$ cat src/hdl/dds_am_fm_wave_generator_defines.svh
// Assertion macros for the generator.
`ifndef DDS_AM_FM_WAVE_GENERATOR_DEFINES_SVH
`define DDS_AM_FM_WAVE_GENERATOR_DEFINES_SVH

// Checked on every clock edge outside reset.
`define DDS_ASSERT(label, prop, msg) \
    label: assert property (@(posedge i_clk) disable iff (!i_rst_n) prop) else $error(msg);

// Checked on every clock edge, also during reset.
`define DDS_ASSERT_ALWAYS(label, prop, msg) \
    label: assert property (@(posedge i_clk) prop) else $error(msg);

`endif

$ cat src/hdl/ddsamfm_pkg.sv
`timescale 1ns / 1ps
package ddsamfm_pkg;

    localparam int PHASE_W        = 32;
    localparam int VOL_W          = 16;
    localparam int IDX_W          = 10;
    localparam int SMP_BITS       = 12;
    localparam int MODE_W         = 3;
    localparam int CFG_IDX_W      = 3;
    localparam int WAVE_DEPTH_DEF = 1024;
    localparam int FM_DEPTH_DEF   = 512;

    localparam int SMP_MID    = 1 << (SMP_BITS - 1);
    localparam int SMP_FULL   = (1 << SMP_BITS) - 1;
    localparam int OUT_OFFSET = SMP_FULL * SMP_MID;
    localparam int DIV_W      = PHASE_W + SMP_BITS;

    localparam int MODE_EN = 0;
    localparam int MODE_AM = 1;
    localparam int MODE_FM = 2;

    localparam logic [VOL_W-1:0] VOLUME_RST = VOL_W'(42598);

    typedef enum logic [1:0] {
        OP_TICK   = 2'd0,
        OP_WR_CAR = 2'd1,
        OP_WR_AM  = 2'd2,
        OP_WR_FM  = 2'd3
    } t_op;

    typedef enum logic [CFG_IDX_W-1:0] {
        CFG_MODE     = 3'd0,
        CFG_CAR_STEP = 3'd1,
        CFG_AM_STEP  = 3'd2,
        CFG_FM_RATE  = 3'd3,
        CFG_FM_MIN   = 3'd4,
        CFG_FM_SPAN  = 3'd5,
        CFG_VOLUME   = 3'd6
    } t_cfg_reg;

    typedef enum logic [2:0] {
        K_TICK_OFF,
        K_TICK_ON,
        K_WR_CAR,
        K_WR_AM,
        K_WR_FM
    } t_kind;

    typedef enum logic [2:0] {
        S_IDLE,
        S_FM_MUL,
        S_FM_DIV,
        S_CAR,
        S_MUL1,
        S_MUL2,
        S_SCALE,
        S_OUT_DIV
    } t_state;

    typedef struct packed {
        t_kind               kind;
        logic [IDX_W-1:0]    idx;
        logic [SMP_BITS-1:0] val;
    } t_cmd;

    typedef struct packed {
        logic [MODE_W-1:0]  mode;
        logic [PHASE_W-1:0] carrier_step;
        logic [PHASE_W-1:0] am_step;
        logic [PHASE_W-1:0] fm_rate_step;
        logic [PHASE_W-1:0] fm_min_step;
        logic [PHASE_W-1:0] fm_span_step;
        logic [VOL_W-1:0]   volume;
    } t_cfg;

endpackage

$ cat src/hdl/ddsamfm_front.sv
`timescale 1ns / 1ps
`include "dds_am_fm_wave_generator_defines.svh"
module ddsamfm_front import ddsamfm_pkg::*; (
    input  logic                i_clk,
    input  logic                i_rst_n,
    input  t_cfg                i_cfg,
    input  logic                i_push,
    output logic                o_full,
    input  logic [1:0]          i_op,
    input  logic [IDX_W-1:0]    i_table_index,
    input  logic [SMP_BITS-1:0] i_table_value,
    output logic                o_cmd_valid,
    output t_cmd                o_cmd,
    input  logic                i_cmd_pop
);

    t_cmd       r_mem [2];
    logic       r_wp, r_rp;
    logic [1:0] r_cnt;
    logic [1:0] n_cnt;
    logic       accept;
    t_cmd       cmd_in;

    always_comb begin
        cmd_in.idx = i_table_index;
        cmd_in.val = i_table_value;
        unique case (t_op'(i_op))
            OP_WR_CAR: cmd_in.kind = K_WR_CAR;
            OP_WR_AM:  cmd_in.kind = K_WR_AM;
            OP_WR_FM:  cmd_in.kind = K_WR_FM;
            default:   cmd_in.kind = i_cfg.mode[MODE_EN] ? K_TICK_ON : K_TICK_OFF;
        endcase
    end

    assign o_full      = (r_cnt == 2'd2);
    assign accept      = i_push && !o_full;
    assign o_cmd_valid = (r_cnt != 2'd0);
    assign o_cmd       = r_mem[r_rp];

    always_comb begin
        n_cnt = r_cnt;
        if (accept && !i_cmd_pop) begin
            n_cnt = r_cnt + 2'd1;
        end else if (!accept && i_cmd_pop) begin
            n_cnt = r_cnt - 2'd1;
        end
    end

    always_ff @(posedge i_clk) begin
        if (!i_rst_n) begin
            r_wp  <= 1'b0;
            r_rp  <= 1'b0;
            r_cnt <= 2'd0;
        end else begin
            r_cnt <= n_cnt;
            if (accept) begin
                r_wp <= ~r_wp;
            end
            if (i_cmd_pop) begin
                r_rp <= ~r_rp;
            end
        end
    end

    always_ff @(posedge i_clk) begin
        if (accept) begin
            r_mem[r_wp] <= cmd_in;
        end
    end

    `DDS_ASSERT(a_pop_nonempty, i_cmd_pop |-> (r_cnt != 2'd0), "command pop from empty queue")

endmodule

$ cat config.mk
export PLATFORM = sky130hd
export DESIGN_NAME = ddsamfm_front
export DESIGN_NICKNAME = d
export VERILOG_FILES = /design/src/hdl/ddsamfm_pkg.sv /design/src/hdl/ddsamfm_front.sv
export VERILOG_INCLUDE_DIRS = /design/src /design/src/hdl
export SDC_FILE = /design/constraint.sdc
export NUM_CORES = 1
export LEC_CHECK = 0
export BUFFER_PORTS_ARGS = -buffer_cell sky130_fd_sc_hd__buf_2
export CORE_AREA = 2 2 89 91
export DETAILED_ROUTE_END_ITERATION = 6
export DIE_AREA = 0 0 91 93
export GPL_ROUTABILITY_DRIVEN = 0
export PLACE_DENSITY = 0.68
export SYNTH_ARGS = -nofsm -noshare
export SYNTH_HDL_FRONTEND = slang
export SYNTH_SLANG_ARGS = --single-unit
$ cat constraint.sdc
create_clock -name i_clk -period 2.3 [get_ports i_clk]
set_input_delay 0.345 -clock i_clk [delete_from_list [all_inputs] [get_ports i_clk]]
set_output_delay 0.345 -clock i_clk [all_outputs]
set_load 0.005 [all_outputs]
==> results.toml <==
[setup_path]
worst_setup_path_start_kind = "register"
regToRegEndpoint = "r_cnt[1]"
cp_max_fo = 25
cp.arrival_ps = 1460
criticalPathCategory = "register to output pin"
cp.required_ps = 1960
ff2ff_setup_slack_ps = 710
critical_path.reg2reg.startpoint = "r_cnt[0]"
rr_worst_depth = 6
worst_setup_path_endpoint = "o_cmd[21]"
cp-end-kind = "output pin"

[routing]
drtAntennaViolNets = 0
via_count = 1114
avgViaCountPerCell = 4.07
detail_route.iter0.violations = 57
route.detailed.wl_per_inst_um = 12.9
drt_wl_total_um = 3530
drc = 0
dr.pass1.iters = 4

[sta]
worst-slew-pin-transition_ps = 358
fmax_mhz = 553
timing_hold_violations_final = 0
setup_total_negative_slack_ps = 0
tightest_slew_margin_relative_to_the_limit = 0.761
finalMaxSlewViolations = 0
setup_repair_after_global_routing_missed_its_margin = "no"
final.min_clock_period_ps = 1810
setup_viol = 0
finalHoldWorstSlack_ps = 220
skew_ps = 10.2
fin_crit_sh = 0.787

[yosys]
postSynthNetCount = 320
per_instance_average_area_after_synthesis_sq_um = 19.3
syn_inst = 109
yosys_register_bits = 55
netlist_area_sq_mm = 0.00210
count_of_different_cell_masters_after_synthesis = 22
yosysWarnings = 0
fraction_of_the_yosys_area_taken_by_sequential_cells = 0.761

[clock_tree]
clk_pin_slew_ps = 100
post-cts-setup-buffers = 0
clock_latency_ps = 310
tritoncts_clock_tree = "done"
hold_buffers = 0
postCtsResizedCells = 0
ctsLongestPathBuffers = 2
cts_max_level = 2
cts-root-buf = "sky130_fd_sc_hd__clkbuf_8"
cts-buffers-inserted = 5
cts_sinks = 55

[grt]
grt_pass1_wl_um = 5560
remaining_overflow_grt = 0
grtUsageTotal = 0.0880
initial_antenna_violation_count = 0
number_of_global_route_vias_before_repair = 1238
maximum_number_of_pins_on_one_net_before_global_route_repair = 27

[floorplanning]
initial_core_util = 0.280
fp.dieArea_sq_mm = 0.00846
core_area_sq_mm = 0.00753
placementRows = 32
dieWidth_um = 91
floorplan.io_pins = 234
chipHeight_um = 93

[place]
numPlacedInstances = 266
numPortBuffers = 55

[layout]
n_antenna_cell = 0
final_core_util = 0.345
finalNonFillerCells = 274
post_route_cells_drive_above_1_share = 0.541
signed_area_change_from_the_synthesized_netlist_to_the_final_layout_pct = 23.2
num-nets-final = 382

[power_and_ir_drop]
p_per_area_mw_per_mm2 = 806
leakage_power_figure_uw = 0.000991
peakVddDrop_v = 0.000412

[run]
drv.max_cap_violation_count = 0

[outcome]
status = "finished, final reports clean"

[min_path]
min-delay-path-class = "input pin to register"
## where the power goes
part	total, uW	switching [uW]	internal, uW
registers	1240	30.3	1210
logic	339	168	171
clock network	512	299	213
total	2090	497	1590
## cell type report
cell class | count | area, sq um
fill | 775 | 4930
sequential | 55 | 1600
multi-input combinational | 46 | 463
timing repair buffer | 58 | 298
tap | 102 | 128
clock buffer | 6 | 72.6
inverter | 5 | 18.8
clock inverter | 2 | 12.5
## layout by cell type (no fill, tap or decap)
cell / count
sky130_fd_sc_hd__dfxtp_1: 5
sky130_fd_sc_hd__or3_1: 1
sky130_fd_sc_hd__clkinvlp_4: 1
sky130_fd_sc_hd__a21boi_0: 1
sky130_fd_sc_hd__nor3_4: 1
sky130_fd_sc_hd__clkbuf_8: 5
sky130_fd_sc_hd__or2_2: 1
sky130_fd_sc_hd__nor2_1: 1
sky130_fd_sc_hd__o21ai_0: 1
sky130_fd_sc_hd__buf_2: 55
sky130_fd_sc_hd__o21a_1: 1
sky130_fd_sc_hd__clkbuf_1: 1
sky130_fd_sc_hd__inv_1: 4
sky130_fd_sc_hd__inv_2: 1
sky130_fd_sc_hd__xor2_1: 2
sky130_fd_sc_hd__buf_4: 3
sky130_fd_sc_hd__and3_1: 1
sky130_fd_sc_hd__edfxtp_1: 50
sky130_fd_sc_hd__clkinv_2: 1
sky130_fd_sc_hd__xnor2_1: 1
sky130_fd_sc_hd__a21boi_1: 1
sky130_fd_sc_hd__mux2_1: 2
sky130_fd_sc_hd__nand2b_2: 1
sky130_fd_sc_hd__ha_1: 4
sky130_fd_sc_hd__and2_1: 3
sky130_fd_sc_hd__mux2_2: 24
## cells by family (layout without fill, tap and decap cells)
family	Yosys count	in the layout	share of synthesized area
flip-flops	55	55	0.761
multiplexers	26	26	0.139
AND/OR/NAND/NOR	9	9	0.0285
buffers and inverters	8	71	0.0220
adder cells (fa/ha/maj)	4	4	0.0238
AO/OA/AOI/OAI	4	4	0.0131
XOR/XNOR	3	3	0.0125
## worst max-delay path, cell delays in order, from the launching register on
cell and delay [ps]:
sky130_fd_sc_hd__dfxtp_1 320, sky130_fd_sc_hd__buf_4 320, sky130_fd_sc_hd__mux2_2 380, sky130_fd_sc_hd__buf_2 130
## sequential cells by signal, summed over array words and instances (netlist names), named ones only
| signal | flops |
|---|---|
| r_rp | 1 |
| r_wp | 1 |
| r_cnt | 2 |
| r_mem | 50 |
## worst min path at each step
stage | slack [ps] | to | from | cells after the start
floorplan | 440 | r_mem[0][0] | i_table_value[0] | 0
global placement | 490 | r_cnt[1] | r_cnt[1] | 2
detailed placement | 530 | r_cnt[1] | r_cnt[1] | 2
CTS | 210 | r_mem[0][3] | i_table_value[3] | 1
global route | 200 | r_mem[1][10] | i_table_value[10] | 1
finish | 220 | r_mem[0][3] | i_table_value[3] | 1
## layer usage
metal,global-route usage,up-vias,part of all wire
met4,0.0379,0,0.019
met5,0,-,0
met2,0.153,43,0.50
met3,0.0508,8,0.12
li1,-,530,-
met1,0.0849,533,0.37
## cells in the mapped netlist
master	instances	area (sq um)
sky130_fd_sc_hd__and3_1	1	6.26
sky130_fd_sc_hd__a21boi_0	1	7.51
sky130_fd_sc_hd__nor2_1	1	3.75
sky130_fd_sc_hd__or3_1	1	6.26
sky130_fd_sc_hd__dfxtp_1	5	100
sky130_fd_sc_hd__a21boi_1	1	7.51
sky130_fd_sc_hd__mux2_1	2	22.5
sky130_fd_sc_hd__inv_1	4	15.0
sky130_fd_sc_hd__and2_1	3	18.8
sky130_fd_sc_hd__edfxtp_1	50	1500
sky130_fd_sc_hd__inv_2	1	3.75
sky130_fd_sc_hd__o21a_1	1	7.51
sky130_fd_sc_hd__buf_2	1	5.00
sky130_fd_sc_hd__xnor2_1	1	8.76
sky130_fd_sc_hd__buf_6	2	22.5
sky130_fd_sc_hd__nor3_2	1	10.0
sky130_fd_sc_hd__o21ai_0	1	5.00
sky130_fd_sc_hd__ha_1	4	50.1
sky130_fd_sc_hd__xor2_1	2	17.5
sky130_fd_sc_hd__nand2b_2	1	8.76
sky130_fd_sc_hd__mux2_2	24	270
sky130_fd_sc_hd__or2_2	1	6.26
## stage by stage
step / instance area (sq um) / total power, uW / worst slack, ps
6_report: 2590 / 2090 / 490
5_1_grt: 2590 / 2200 / 398
4_1_cts: 2590 / 2120 / 465
3_5_place_dp: 2510 / 1610 / 723
3_3_place_gp: 2510 / 1600 / 789
2_1_floorplan: 2100 / 1450 / 323
Power figures use the tool's default switching activity.
